File: config.mk
export PLATFORM = sky130hd
export DESIGN_NAME = nbc_result_fifo
export DESIGN_NICKNAME = d
export VERILOG_FILES = /design/src/hdl/nbc_pkg.sv /design/src/hdl/nbc_result_fifo.sv
export SDC_FILE = /design/constraint.sdc
export NUM_CORES = 1
export LEC_CHECK = 0
export BUFFER_PORTS_ARGS = -buffer_cell sky130_fd_sc_hd__buf_2
export CAP_MARGIN = 5
export CELL_PAD_IN_SITES_DETAIL_PLACEMENT = 1
export CELL_PAD_IN_SITES_GLOBAL_PLACEMENT = 1
export CORE_MARGIN = 1
export CORE_UTILIZATION = 53
export DETAILED_ROUTE_END_ITERATION = 6
export GPL_TIMING_DRIVEN = 0
export PLACE_DENSITY = 0.93
export SYNTH_ARGS = -nofsm -noshare
export SYNTH_HDL_FRONTEND = slang
export SYNTH_SLANG_ARGS = --single-unit
export TNS_END_PERCENT = 10
File: constraint.sdc
create_clock -name clock -period 4.4 [get_ports clock]
set_input_delay 0.66 -clock clock [delete_from_list [all_inputs] [get_ports clock]]
set_output_delay 0.66 -clock clock [all_outputs]
set_load 0.005 [all_outputs]
File: src/hdl/nbc_pkg.sv
// ----------------------------------------------------------------------------
// Moore neighbour count package
// Shared widths, register indexes, item codes, window types and the small
// population-count helpers used by the neighbour count stream.
// ----------------------------------------------------------------------------
`default_nettype none

package nbc_pkg;

   // Configuration register file.
   localparam int ROWS_W      = 16;
   localparam int COLS_W      = 11;
   localparam int CSR_DATA_W  = 16;
   localparam int CSR_INDEX_W = 1;

   localparam logic [CSR_INDEX_W-1:0] CSR_GRID_ROWS = 1'b0;
   localparam logic [CSR_INDEX_W-1:0] CSR_GRID_COLS = 1'b1;

   localparam logic [ROWS_W-1:0] GRID_ROWS_RESET = 16'd30;
   localparam logic [COLS_W-1:0] GRID_COLS_RESET = 11'd30;

   // Input item kinds.
   localparam logic KIND_CELL  = 1'b0;
   localparam logic KIND_DRAIN = 1'b1;

   // Result width and result queue sizing.
   localparam int COUNT_W    = 4;
   localparam int FIFO_DEPTH = 8;
   localparam int FIFO_PTR_W = 3;
   localparam int FIFO_CNT_W = 4;

   // A window column: bit 0 is the oldest row, bit 2 the newest.
   typedef logic [2:0] column_type;

   // Selects the rows above and below in the centre column.
   localparam column_type MID_MASK = 3'b101;

   typedef struct packed {
      logic shift;
      logic clear;
      logic load;
   } win_ctrl_type;

   typedef struct packed {
      logic [COUNT_W-1:0] neighbor_count;
      logic               last_of_frame;
   } result_type;

   typedef struct packed {
      logic       valid0;
      result_type result0;
      logic       valid1;
      result_type result1;
   } push_type;

   function automatic logic [1:0] pop3(input column_type v);
      return {1'b0, v[0]} + {1'b0, v[1]} + {1'b0, v[2]};
   endfunction

   // Count for a cell with both side columns present.
   function automatic logic [COUNT_W-1:0] count_full(input column_type l,
                                                     input column_type m,
                                                     input column_type r);
      return COUNT_W'(pop3(l)) + COUNT_W'(pop3(r)) + COUNT_W'(pop3(m & MID_MASK));
   endfunction

   // Count for the last cell of a row: the right-hand column is off the grid.
   function automatic logic [COUNT_W-1:0] count_edge(input column_type m,
                                                     input column_type r);
      return COUNT_W'(pop3(m)) + COUNT_W'(pop3(r & MID_MASK));
   endfunction

endpackage

`default_nettype wire

File: src/hdl/nbc_result_fifo.sv
// ----------------------------------------------------------------------------
// Result queue
// Small register queue that takes up to two results a cycle and gives one.
// ----------------------------------------------------------------------------
`default_nettype none

module nbc_result_fifo (
   input  logic                             clock,
   input  logic                             reset,
   input  nbc_pkg::push_type                push,
   input  logic                             pop,
   output nbc_pkg::result_type              head,
   output logic                             not_empty,
   output logic [nbc_pkg::FIFO_CNT_W-1:0]   count
);

   nbc_pkg::result_type entry_ff [nbc_pkg::FIFO_DEPTH];

   logic [nbc_pkg::FIFO_PTR_W-1:0] wr_ptr_ff, wr_ptr_in;
   logic [nbc_pkg::FIFO_PTR_W-1:0] rd_ptr_ff, rd_ptr_in;
   logic [nbc_pkg::FIFO_PTR_W-1:0] wr_ptr_second;
   logic [nbc_pkg::FIFO_CNT_W-1:0] count_ff, count_in;
   logic [1:0]                     push_n;

   always_comb begin
      push_n        = {1'b0, push.valid0} + {1'b0, push.valid1};
      wr_ptr_second = wr_ptr_ff + nbc_pkg::FIFO_PTR_W'(1);
      wr_ptr_in     = wr_ptr_ff + nbc_pkg::FIFO_PTR_W'(push_n);
      rd_ptr_in     = rd_ptr_ff + nbc_pkg::FIFO_PTR_W'(pop);
      count_in      = count_ff + nbc_pkg::FIFO_CNT_W'(push_n) - nbc_pkg::FIFO_CNT_W'(pop);
   end

   always_ff @(posedge clock) begin
      if (reset) begin
         wr_ptr_ff <= '0;
         rd_ptr_ff <= '0;
         count_ff  <= '0;
      end else begin
         wr_ptr_ff <= wr_ptr_in;
         rd_ptr_ff <= rd_ptr_in;
         count_ff  <= count_in;
      end
   end

   always_ff @(posedge clock) begin
      if (push.valid0) begin
         entry_ff[wr_ptr_ff] <= push.result0;
      end
      if (push.valid1) begin
         entry_ff[wr_ptr_second] <= push.result1;
      end
   end

   assign head      = entry_ff[rd_ptr_ff];
   assign not_empty = (count_ff != '0);
   assign count     = count_ff;

endmodule

`default_nettype wire

======== After elaboration in Yosys (flattened, before gate mapping) ========
Memory sizes are Yosys's and may differ from the RTL's. A register that Yosys moved wholly into a read port is not among the register bits.
Index checks and enable logic that the tools add are counted.
word-level totals
  register bits ........................... 10
  memory bits (writable) .................. 40
  input port bits ......................... 15
  output and inout bits ................... 10
  logic and storage cells ................. 16
  memories ................................ 1
operators by class
  $add $sub $neg .......................... 6
  mux-type cells .......................... 5
  reduce and logical (&&, ||, !) cells .... 1
memory list
  name      words  bits a word  rd ports  clocked after memory_dff  wr ports  line                   RTL
  entry_ff  8      5            1         1                         2         nbc_result_fifo.sv:17  nbc_pkg::result_type entry_ff [nbc_pkg::FIFO_DEPTH];
operator list
  kind                 number
  $add 4x2->4          1
  $mux 1               4
  $reduce_bool 4->1    1
  $sub 4x1->4          1
  $add 3x1->3          1
  $add 3x1->3 const B  1
  $add 3x2->3          1
  $mux 3               1
  $add 1x1->2          1

======== Depth between registers and ports, before layout ========
  word-level depth ........................ 3
  depth in mapped cells ................... 8
  gate-level depth less buffers ........... 8

======== Worst setup path before layout ========
Ideal clock, no wire load.
  kind .................................... in2reg
  start ................................... input push[5] (netlist name)
  end ..................................... register count_ff, in the netlist count[2]
  setup time .............................. 128 ps
  arrival ................................. 1992 ps
  data required time ...................... 4272 ps
  slack ................................... 2281 ps
  stages on the path ...................... 8
  path buffers ............................ 0
  cells stage by stage .................... ha_1 -> inv_1 -> ha_1 -> inv_1 -> ha_1 -> fa_1 -> xnor2_1 -> nor2_1
on the way
  word-level cells in the longest chain between the ends .. 3
RTL lines
  what                  line                   RTL
  from (decl)           nbc_result_fifo.sv:10  input nbc_pkg::push_type push,
  $add 1x1->2           nbc_result_fifo.sv:26  push_n = {1'b0, push.valid0} + {1'b0, push.valid1};
  $add 4x2->4           nbc_result_fifo.sv:30  count_in = count_ff + nbc_pkg::FIFO_CNT_W'(push_n) - nbc_pkg::FIFO_CNT_W'(pop);
  $sub 4x1->4           nbc_result_fifo.sv:30
  to (signal assigned)  nbc_result_fifo.sv:41  count_ff <= count_in;
  to (decl)             nbc_result_fifo.sv:22  logic [nbc_pkg::FIFO_CNT_W-1:0] count_ff, count_in;
No other way between the ends.
A chain may end at the register's enable or synchronous reset.

==> metrics.txt <==
fmax 370 MHz; Post-synth top cells mux2_2 (45), edfxtp_1 (40), inv_1 (12); CTS H-Tree Depth 2; WL/cell 21.8 um; Clock Tree Buf Depth 2; Worst Hold Class register to register; Main synth FF type edfxtp_1; setup violators final 0; GP Congestion 0.848; CTS tree yes; first-pass detailed-route iteration total 5; Synth area leaders edfxtp_1 (45%), mux2_2 (19%), mux4_2 (8.4%); overall global routing resource usage 0.252; CTS clk-pin slew, worst paths 0.09 ns; Least-Margin Pin Slew 0.881 ns; ant diodes 0; clock skew 0.00618 ns; crit-path max FO 10; # DRC 0; row cnt 25; Total Wirelength 6110 um; Clock Power Share 0.214; yosys warns 0; Reg power frac 0.497; area grow syn2layout 10.7%; Setup TNS 0 ns; routed vias/inst 5.91; largest net degree at the start of global routing 16; dominant cell type by area after synthesis edfxtp_1; RSZ-0062 raised after global routing no; share of the synthesized area in the top cell type 0.447; hpwl dp 4720 um; vias in the first global route 1,821; Initial DRC Count 114; relative slew slack 0.408; Critical Path, Cell by Cell clkbuf_1 -> mux4_2 -> mux2_2 -> buf_2; chip height 73.2 um; Worst Path Arrival 2.05 ns; area of the die 0.00536 mm2; pre-CTS WS 1.99 ns; Final nets 240; Fin. Hold Viols 0; Final min period 2.71 ns; worst skew pair latency 0.31 ns; Yosys reg bits 50; syn_nets 209; hold-fix buffers at CTS 0; Hold Path Cell Cnt 2; Critical Path Max Stage Delay 0.52 ns; Post-synth EDFFs 40; grt total ovfl 0; P per Cell Area 410 mW/mm2; Int Pwr 858 uW; WP data required 3.74 ns; total power draw 1.22 mW; library cells used by synthesis 32; Slowest-stage cell, CP clkbuf_1; FFs w/ async S/R, synth 0; Net Switching 363 uW; Seq/Total Area, Yosys 0.521; peak supply drop 0.209 mV; Starting Density 0.558; CTS Sinks 50; Final WS setup 1.69 ns; Root Driver clkbuf_8; critical path class register to primary output; number of gates resized after CTS 0; Die Wd 73.2 um; core area 0.00482 mm2; Layout Utilization 0.618; Vias 1,655; initial antenna violation count 0; postcts setup bufs 0; status finished clean; leakage dissipation 1.06 nW; top-count cell post-synth mux2_2; Worst Setup End Kind primary output; IO buf count 24; Post-DRT Antenna Nets 0; R2R depth 4; max-cap viol count 0; clock buffer count from CTS 5; Syn Std Cell Area 0.00269 mm2; num ports 25; Synth Instances 181; max-slew violations 0; Critical Path Start Type register; Syn Area/Cell 14.9 um2; layout cells sized above 1 0.446; combinational share of power 0.289; Net Sw Frac 0.297; fin crit share 0.615; first-pass GRT wire length 9330 um
-- cells by family after synthesis --
family | Yosys count | synth area share
mux | 55 | 0.272
flops | 50 | 0.521
simple gates | 32 | 0.0665
buf+inv | 16 | 0.0242
fa+ha+maj | 13 | 0.0661
compound gates | 10 | 0.0237
xor+xnor | 5 | 0.0261
-- layout by cell type (no fill, tap or decap) --
cell type	n
a31o_2	1
dfxtp_1	10
or2_2	1
edfxtp_1	40
nor3_1	1
nor2b_1	5
buf_4	1
nand3b_1	1
nor3_4	1
nand2b_1	3
nand2_1	6
clkbuf_8	5
o21bai_1	1
o21ai_0	1
clkbuf_1	4
o31ai_1	1
xor2_2	1
inv_1	12
a21oi_1	2
xnor2_1	2
ha_1	11
xor2_1	1
nand3_1	3
buf_2	25
nor2_1	7
mux4_2	10
nor3_2	1
nor3b_1	1
inv_4	1
o22ai_1	4
nor2_2	2
xnor2_4	1
fa_1	2
mux2_2	45
-- worst paths after layout --
check,start,endpoint,slack [ns]
worst min-delay path,count[0],count[0],0.66
worst max-delay path,rd_ptr_ff[2],head[1],1.69
worst max register to register,wr_ptr_ff[0],entry_ff[0][1],2.22
worst min register to register,count[0],count[0],0.66
-- per-layer routing --
layer | wire (um) | GRT usage | share of wire
met1 | 2360 | 0.276 | 0.39
met2 | 3310 | 0.457 | 0.54
met3 | 233 | 0.0594 | 0.038
met4 | 211 | 0.120 | 0.035
met5 | 0 | 0 | 0
-- power by group through the flow --
| stage | clock [mW] | sequential [mW] | combinational [mW] |
|---|---|---|---|
| detailed placement | 0 | 0.618 | 0.351 |
| CTS | 0.265 | 0.607 | 0.355 |
| floorplan | 0 | 0.608 | 0.238 |
| global route | 0.280 | 0.610 | 0.384 |
| finish | 0.262 | 0.607 | 0.353 |
| global placement | 0 | 0.610 | 0.319 |
-- final cells by class --
class / count / area (um2)
Multi-Input combinational cell: 115 / 1220
Clock buffer: 7 / 76.3
Timing Repair Buffer: 24 / 120
Fill cell: 484 / 1840
Inverter: 12 / 45.0
Clock inverter: 1 / 6.26
Tap cell: 67 / 83.8
Sequential cell: 50 / 1400
Buffer: 4 / 20.0
-- worst max-delay path, delay by kind of cell (launching register included) --
kind / cells / cell delay [ns]
mux: 2 / 0.70
flops: 1 / 0.38
buf+inv: 2 / 0.65
-- sequential cells by signal, summed over array words and instances (netlist names) --
register / count
entry_ff: 40
count: 4
rd_ptr_ff: 3
wr_ptr_ff: 3
-- stage by stage --
step	std cells	area, um2	hold WS (ns)
after global routing	280	2980	0.743
after detailed placement	272	2890	0.638
after global placement	272	2890	0.566
final	280	2980	0.660
after floorplan	181	2690	0.554
after CTS	280	2980	0.658
No activity file was read; power rests on OpenSTA's default activity.
