File: config.mk
export PLATFORM = sky130hd
export DESIGN_NAME = nbc_window_cell
export DESIGN_NICKNAME = d
export VERILOG_FILES = /design/src/hdl/nbc_pkg.sv /design/src/hdl/nbc_window_cell.sv
export SDC_FILE = /design/constraint.sdc
export NUM_CORES = 1
export LEC_CHECK = 0
export BUFFER_PORTS_ARGS = -buffer_cell sky130_fd_sc_hd__buf_2
export CAP_MARGIN = 20
export CELL_PAD_IN_SITES_DETAIL_PLACEMENT = 1
export CELL_PAD_IN_SITES_GLOBAL_PLACEMENT = 1
export CORE_AREA = 3 3 40 42
export DETAILED_ROUTE_END_ITERATION = 8
export DIE_AREA = 0 0 43 45
export PLACE_DENSITY_LB_ADDON = 0.1
export SLEW_MARGIN = 20
export SYNTH_ARGS = -nofsm -noshare
export SYNTH_HDL_FRONTEND = slang
export SYNTH_SLANG_ARGS = --single-unit
File: constraint.sdc
create_clock -name clock -period 1.8 [get_ports clock]
set_clock_uncertainty 0.05 [all_clocks]
set_input_delay 0 -clock clock [delete_from_list [all_inputs] [get_ports clock]]
set_output_delay 0 -clock clock [all_outputs]
set_load 0.005 [all_outputs]
File: src/hdl/nbc_pkg.sv
// ----------------------------------------------------------------------------
// Moore neighbour count package
// Shared widths, register indexes, item codes, window types and the small
// population-count helpers used by the neighbour count stream.
// ----------------------------------------------------------------------------
`default_nettype none

package nbc_pkg;

   // Configuration register file.
   localparam int ROWS_W      = 16;
   localparam int COLS_W      = 11;
   localparam int CSR_DATA_W  = 16;
   localparam int CSR_INDEX_W = 1;

   localparam logic [CSR_INDEX_W-1:0] CSR_GRID_ROWS = 1'b0;
   localparam logic [CSR_INDEX_W-1:0] CSR_GRID_COLS = 1'b1;

   localparam logic [ROWS_W-1:0] GRID_ROWS_RESET = 16'd30;
   localparam logic [COLS_W-1:0] GRID_COLS_RESET = 11'd30;

   // Input item kinds.
   localparam logic KIND_CELL  = 1'b0;
   localparam logic KIND_DRAIN = 1'b1;

   // Result width and result queue sizing.
   localparam int COUNT_W    = 4;
   localparam int FIFO_DEPTH = 8;
   localparam int FIFO_PTR_W = 3;
   localparam int FIFO_CNT_W = 4;

   // A window column: bit 0 is the oldest row, bit 2 the newest.
   typedef logic [2:0] column_type;

   // Selects the rows above and below in the centre column.
   localparam column_type MID_MASK = 3'b101;

   typedef struct packed {
      logic shift;
      logic clear;
      logic load;
   } win_ctrl_type;

   typedef struct packed {
      logic [COUNT_W-1:0] neighbor_count;
      logic               last_of_frame;
   } result_type;

   typedef struct packed {
      logic       valid0;
      result_type result0;
      logic       valid1;
      result_type result1;
   } push_type;

   function automatic logic [1:0] pop3(input column_type v);
      return {1'b0, v[0]} + {1'b0, v[1]} + {1'b0, v[2]};
   endfunction

   // Count for a cell with both side columns present.
   function automatic logic [COUNT_W-1:0] count_full(input column_type l,
                                                     input column_type m,
                                                     input column_type r);
      return COUNT_W'(pop3(l)) + COUNT_W'(pop3(r)) + COUNT_W'(pop3(m & MID_MASK));
   endfunction

   // Count for the last cell of a row: the right-hand column is off the grid.
   function automatic logic [COUNT_W-1:0] count_edge(input column_type m,
                                                     input column_type r);
      return COUNT_W'(pop3(m)) + COUNT_W'(pop3(r & MID_MASK));
   endfunction

endpackage

`default_nettype wire

File: src/hdl/nbc_window_cell.sv
// ----------------------------------------------------------------------------
// Window column cell
// Holds one three-row column of the 3x3 window and takes its neighbour's
// column on a shift.
// ----------------------------------------------------------------------------
`default_nettype none

module nbc_window_cell (
   input  logic                      clock,
   input  nbc_pkg::win_ctrl_type     ctrl,
   input  nbc_pkg::column_type       shift_in,
   input  nbc_pkg::column_type       load_value,
   output nbc_pkg::column_type       col_q,
   output nbc_pkg::column_type       col_next
);

   nbc_pkg::column_type col_ff;
   nbc_pkg::column_type col_in;

   always_comb begin
      col_in = col_ff;
      if (ctrl.load) begin
         col_in = load_value;
      end else if (ctrl.shift) begin
         col_in = ctrl.clear ? '0 : shift_in;
      end
   end

   always_ff @(posedge clock) begin
      col_ff <= col_in;
   end

   assign col_q    = col_ff;
   assign col_next = col_in;

endmodule

`default_nettype wire

# [After elaboration in Yosys (flattened, before gate mapping)]
# Cells that the tools add are included.
[word_totals] register_bits=3 inputBits=10 out_inout_bits=6 wordCells=4
[classes] mux=3
[ops] cell="$mux W3" n=3

# [Depth between registers and ports, before layout]
# Gate-level depths: netlist (run 1).
[depth] depth_word=3 ltp_mapped=2 ltp_nobuf=2

# [Worst setup path before layout (run 1)]
# No wires, ideal clock.
[synth_path] path_type="register to register" start="register col_ff[0] (netlist: col_q[0])" end="register col_ff[0] (netlist: col_q[0])" setup_time_ns=0.098 t_arrival_ns=0.581 t_required_ns=1.652 setup_slack_ns=1.071 stages_incl_launch_ff=3 n_path_buf=0 period_less_slack_ns=0.729 cell_sequence="dfxtp_1 nand2b_1 a31oi_1"
[synth_between] elab_chain_cells=2
[synth_lines] element="start: declaration" line_no="nbc_window_cell.sv:17" text="nbc_pkg::column_type col_ff;"
[synth_lines] element="start signal: assignment" line_no="nbc_window_cell.sv:30" text="col_ff <= col_in;"
[synth_lines] element="$mux W3" line_no="nbc_window_cell.sv:24" text="end else if (ctrl.shift) begin"
[synth_lines] element="$mux W3" line_no="nbc_window_cell.sv:22" text="if (ctrl.load) begin"
[synth_lines] element="net col_next[0]" line_no="nbc_window_cell.sv:14" text="output nbc_pkg::column_type col_next"
# The timed path passes the listed nets, and every way through them passes these cells.

# [Final worst setup path (run 1)]
[layout_path] start="register col_ff[2] (netlist: col_q[2])" end="output col_next[2]"
[layout_between] elab_chain_cells=2
[layout_lines] element="$mux W3" line_no="nbc_window_cell.sv:24"
[layout_lines] element="$mux W3" line_no="nbc_window_cell.sv:22"
[layout_lines] element="end: declaration" line_no="nbc_window_cell.sv:14"
# No other way between the ends.

==> impl_metrics.tcl, run 1 <==
set metrics [dict create \
    netlist_instances 16 \
    seqPwrFrac_pct 32.7 \
    antenna_left 0 \
    arrival_ns 0.97 \
    grt_overflow 0 \
    whs_ns 0.02531 \
    wl_per_cell_um 10.86 \
    switching_power_uw 54.81 \
    vdd_ir_drop_max_uv 360.6 \
    crit_fanout 2 \
    ys_types 6 \
    worstMarginPinSlew_ns 0.2050 \
    fin_crit_ns 1.024 \
    clock_sinks 3 \
    async_flop_share_pct 0 \
    path_clk_slew_ns 0.04 \
    rsz0062_at_grt "no" \
    cts_hold_buffers 0 \
    hold_viol 0 \
    via_count 181 \
    slew_violations 0 \
    dpl_cell_area_um2 236.5 \
    ys_seq_area_share_pct 42.11 \
    powerDensity_nw_per_um2 891.3 \
    grt_pass1_wl_um 862 \
    fin_area_um2 262.8 \
    p_leak_uw 0.0001265 \
    dp_hpwl_um 439.5 \
    cts_tree "built" \
    r2r_cells 2 \
    io-pin-count 16 \
    gr-usage-all-layers_pct 6.567 \
    finalNetCount 46 \
    drt-total-wl_um 543 \
    via_per_inst 3.620 \
    die-area_um2 1935 \
    yosysTopAreaCellShare_pct 42.11 \
    cts_buffers 3 \
    required_ns 1.75 \
    critPathKind "reg -> out" \
    grt_max_degree 7 \
    yosys-top-cells-area "dfxtp_1, nand3b_1, a31oi_1" \
    antennaDiodeCount 0 \
    insertion_delay_ns 0.23 \
    synth-edff-count 0 \
    power_frac_clock_pct 50.1 \
    ys_top_cells_by_count "a31oi_1, dfxtp_1, nand2b_1, nand3b_1, nor2b_1" \
    yosysWarnings 0 \
    ys.flop_type "dfxtp_1" \
    fillCellCount 167 \
    drive_above_1_share_pct 51.43 \
    swShare_pct 23.41 \
    ys_ff_latch 3 \
    synth_largest_area_cell "dfxtp_1" \
    cp-start-kind "register" \
    syn_area_um2 142.6 \
    place_congestion 0.6233 \
    drtPass1Iterations 4 \
    core_um2 1285 \
    die_w_um 43 \
    hold_class "in -> reg" \
    syn-num-nets 26 \
    cts.path.max_buffers 2 \
    first_global_vias 212 \
    cts_max_level 1 \
    start_util_pct 11.10 \
    slew_headroom_pct 86.27 \
    antenna_found_initial 0 \
    status "finished, final reports clean" \
    clock.fmax_mhz 976.4 \
    cts_resized 0 \
    fin_tns_setup_ns 0 \
    fp.dieH_um 45 \
    rows 13 \
    finalSetupViolCount 0 \
    power.internal_uw 179.4 \
    synth.avg_cell_area_um2 8.915 \
    largest_reg_flops 3 \
    power.total_uw 234.2 \
    drc 0 \
    finalCritPeriodShare_pct 56.90 \
    cp-end-kind "primary output" \
    cts_setup_buffers 0 \
    area_growth_pct 84.21 \
    holdPathStages 3 \
    port_buffers 15 \
    drv_cap 0 \
    ctsRootBufferMaster "clkbuf_4" \
    drt_iter0_drc 4 \
    pwr-share-comb_pct 17.3 \
]
## power groups by stage
stage	sequential, uW	clock [uW]	combinational, uW
floorplan	78.3	0	14.2
global placement	77.1	0	41.9
detailed placement	77.4	0	41.3
CTS	76.7	126	41.9
global route	77.0	129	47.3
finish	76.5	117	40.5
## path summary, 6_finish.rpt
check	end	from	slack, ns
worst max register to register	col_q[2]$_DFF_P_	col_q[2]$_DFF_P_	1.06
worst min register to register	col_q[0]$_DFF_P_	col_q[0]$_DFF_P_	0.46
worst max-delay path	col_next[2]	col_q[2]$_DFF_P_	0.78
worst min-delay path	col_q[1]$_DFF_P_	load_value[1]	0.03
## stage by stage
stage	setup slack (ns)	cells	util, %
2_1_floorplan	1.071	16	-
3_3_place_gp	1.046	46	18.40
3_5_place_dp	1.031	46	18.40
4_1_cts	0.7142	50	20.45
5_1_grt	0.6418	50	20.45
6_report	0.7759	50	20.45
## per-layer routing
metal	global-route usage [%]	vias to the layer above	wire (um)
met5	0	-	0
met4	0	0	0
met3	6.773	0	61
met2	10.18	9	255
met1	6.715	77	227
li1	-	95	-
## layout by cell type, fill, tap and decap left out
cell type | Yosys | final
nor2b_1 | 3 | 3
dfxtp_1 | 3 | 3
nand3b_1 | 3 | 3
buf_2 | 0 | 15
clkbuf_4 | 0 | 3
inv_1 | 1 | 1
a31oi_1 | 3 | 3
nand2b_1 | 3 | 3
clkbuf_1 | 0 | 1
## layout make-up
cell class | count | area [um^2] | area share, %
multi-input cells | 12 | 78.83 | 30.00
repair buffers | 15 | 75.07 | 28.57
flip-flops and latches | 3 | 60.06 | 22.86
clock buffers | 4 | 26.28 | 10.00
well taps | 15 | 18.77 | 7.143
inverters | 1 | 3.754 | 1.429
## critical path: stages (launching register included)
cell      delay (ns)
dfxtp_1         0.32
nand2b_1        0.06
a31oi_1         0.22
buf_2           0.15
## logic make-up (layout without fill, tap and decap cells)
| kind of cell | Yosys count | count (layout) | share of synthesized area [%] |
|---|---|---|---|
| simple gates | 9 | 9 | 42.11 |
| compound gates | 3 | 3 | 13.16 |
| buf+inv | 1 | 20 | 2.629 |
| flops | 3 | 3 | 42.11 |
No activity file was read; power rests on OpenSTA's default activity.
==> inputs of run 2 (changes only) <==
==> constraint.sdc (replaced) <==
create_clock -name clock -period 0.9 [get_ports clock]
set_clock_uncertainty 0.05 [all_clocks]
set_input_delay 0 -clock clock [delete_from_list [all_inputs] [get_ports clock]]
set_output_delay 0 -clock clock [all_outputs]
set_load 0.005 [all_outputs]
==> impl_metrics.tcl, run 2 (synthesis results as in run 1) <==
set metrics [dict create \
    slew_headroom_pct 89.96 \
    fp.dieH_um 45 \
    r2r_setup_slack_ns 0.09 \
    drc 0 \
    fin_tns_setup_ns -0.2448 \
    port_buffers 15 \
    cts_tree "built" \
    clock_sinks 3 \
    final_common_cell "buf_2" \
    drive_above_1_share_pct 69.44 \
    area_growth_pct 105.3 \
    arrival_ns 0.94 \
    core_um2 1285 \
    fin_util_pct 22.78 \
    ctsRootBufferMaster "clkbuf_4" \
    fin_ws_ns -0.08973 \
    cp-start-kind "register" \
    insertion_delay_ns 0.24 \
    crit_fanout 2 \
    vdd_ir_drop_max_uv 761.9 \
    critPathBufInv 1 \
    required_ns 0.85 \
    status "complete, but fails checks" \
    start_util_pct 11.10 \
    rows 13 \
    timing.rr.start "col_q[2]$_DFF_P_" \
    fillCellCount 161 \
    cts_max_level 1 \
    finalCritPeriodShare_pct 110.0 \
    antennaDiodeCount 0 \
    cts_hold_buffers 0 \
    path_clk_slew_ns 0.04 \
    startpoint "col_q[2]$_DFF_P_" \
    via_per_inst 3.922 \
    fin_crit_ns 0.9897 \
    grt_overflow 0 \
    grt_max_degree 7 \
    drv_cap 0 \
    rr_endpoint "col_q[2]$_DFF_P_" \
    critPathKind "reg -> out" \
    cts_buffers 3 \
    die-area_um2 1935 \
    cts.path.max_buffers 2 \
    rsz0062_at_grt "yes" \
    drtPass1Iterations 3 \
    gr-usage-all-layers_pct 6.811 \
    place_congestion 0.6443 \
    largest_reg_flops 3 \
    hold_viol 0 \
    grt_pass1_wl_um 841 \
    cp-end-kind "primary output" \
    antenna_found_initial 0 \
    first_global_vias 197 \
    worstMarginPinSlew_ns 0.1501 \
    wl_per_cell_um 10.84 \
    slew_violations 0 \
    powerDensity_nw_per_um2 1687 \
    crit_chain "nand2b_1 -> a31oi_2 -> buf_2" \
    r2r_cells 3 \
    crit_slowest_cell "dfxtp_2" \
    finalSetupViolCount 3 \
    finalNetCount 47 \
    io-pin-count 16 \
    via_count 200 \
    p_leak_uw 0.0001327 \
    critPathCapture "col_next[2]" \
    hold_class "in -> reg" \
    whs_ns 0.02641 \
    min_from "load_value[1]" \
    regArea_um2 63.81 \
    antenna_left 0 \
    clock.fmax_mhz 1010 \
    drt_iter0_drc 2 \
    worst-path-stages 3 \
    drt-total-wl_um 553 \
    multiInputGateArea_um2 97.59 \
    path_delay_family "flip-flops" \
    critPathMaxStageDelay_ns 0.31 \
    die_w_um 43 \
    violations "negative setup slack" \
]
==> run 2: changes by cell type in the layout (fill, tap and decap cells not counted), sizes merged <==
cell,previous run,this run
buf,15,16
==> run 2: tightest hold or removal path: cells and delay by family <==
family | cells | cell delay (ns)
simple gates | 1 | 0.04
compound gates | 1 | 0.15
buf+inv | 1 | 0.08
==> run 2: area by class of cell <==
cell class	instances	area share, %
Multi-Input combinational cell	12	33.33
Timing Repair Buffer	16	28.21
Sequential cell	3	21.79
Clock buffer	4	8.974
Tap cell	15	6.410
Inverter	1	1.282
==> run 2: how the worst min path moves through the flow <==
stage / end / depth (start not counted)
final: col_q[1]$_DFF_P_ / 3
after global routing: col_q[1]$_DFF_P_ / 3
after CTS: col_q[1]$_DFF_P_ / 3
after detailed placement: col_q[2]$_DFF_P_ / 3
after global placement: col_q[1]$_DFF_P_ / 3
after floorplan: col_next[0] / 2
==> run 2: repair_timing <==
| action | in CTS | in global routing |
|---|---|---|
| gates cloned | 0 | 0 |
| hold endpoints to repair | 0 | 0 |
| setup buffers | 2 | 1 |
| resized for setup | 4 | 3 |
| setup endpoints to repair | 3 | 4 |
| pin swaps | 3 | 1 |
==> run 2: per-layer routing <==
layer / vias up / wire, um / GRT usage (%)
li1: 98 / - / -
met1: 91 / 226 / 5.742
met2: 11 / 267 / 9.581
met3: 0 / 60 / 6.773
met4: 0 / 0 / 5.422
met5: - / 0 / 0
==> run 2: per-stage QoR <==
| step | cell area, um^2 | std cells | total power (uW) | worst slack, ns |
|---|---|---|---|---|
| after floorplan | 142.6 | 16 | 185.1 | 0.1706 |
| after global placement | 236.5 | 46 | 238.6 | 0.1252 |
| after detailed placement | 236.5 | 46 | 238.0 | 0.1094 |
| after CTS | 285.3 | 52 | 511.4 | -0.1482 |
| after global routing | 292.8 | 51 | 537.9 | -0.1718 |
| final | 292.8 | 51 | 493.9 | -0.08973 |
==> run 2: power breakdown <==
| group | internal [uW] | total, uW | switching [uW] | leakage [uW] |
|---|---|---|---|---|
| clock | 167 | 242 | 75.1 | 0.0000150 |
| sequential | 150 | 155 | 5.59 | 0.0000253 |
| combinational | 55.1 | 97.1 | 42.0 | 0.0000924 |
| total | 371 | 494 | 123 | 0.000133 |
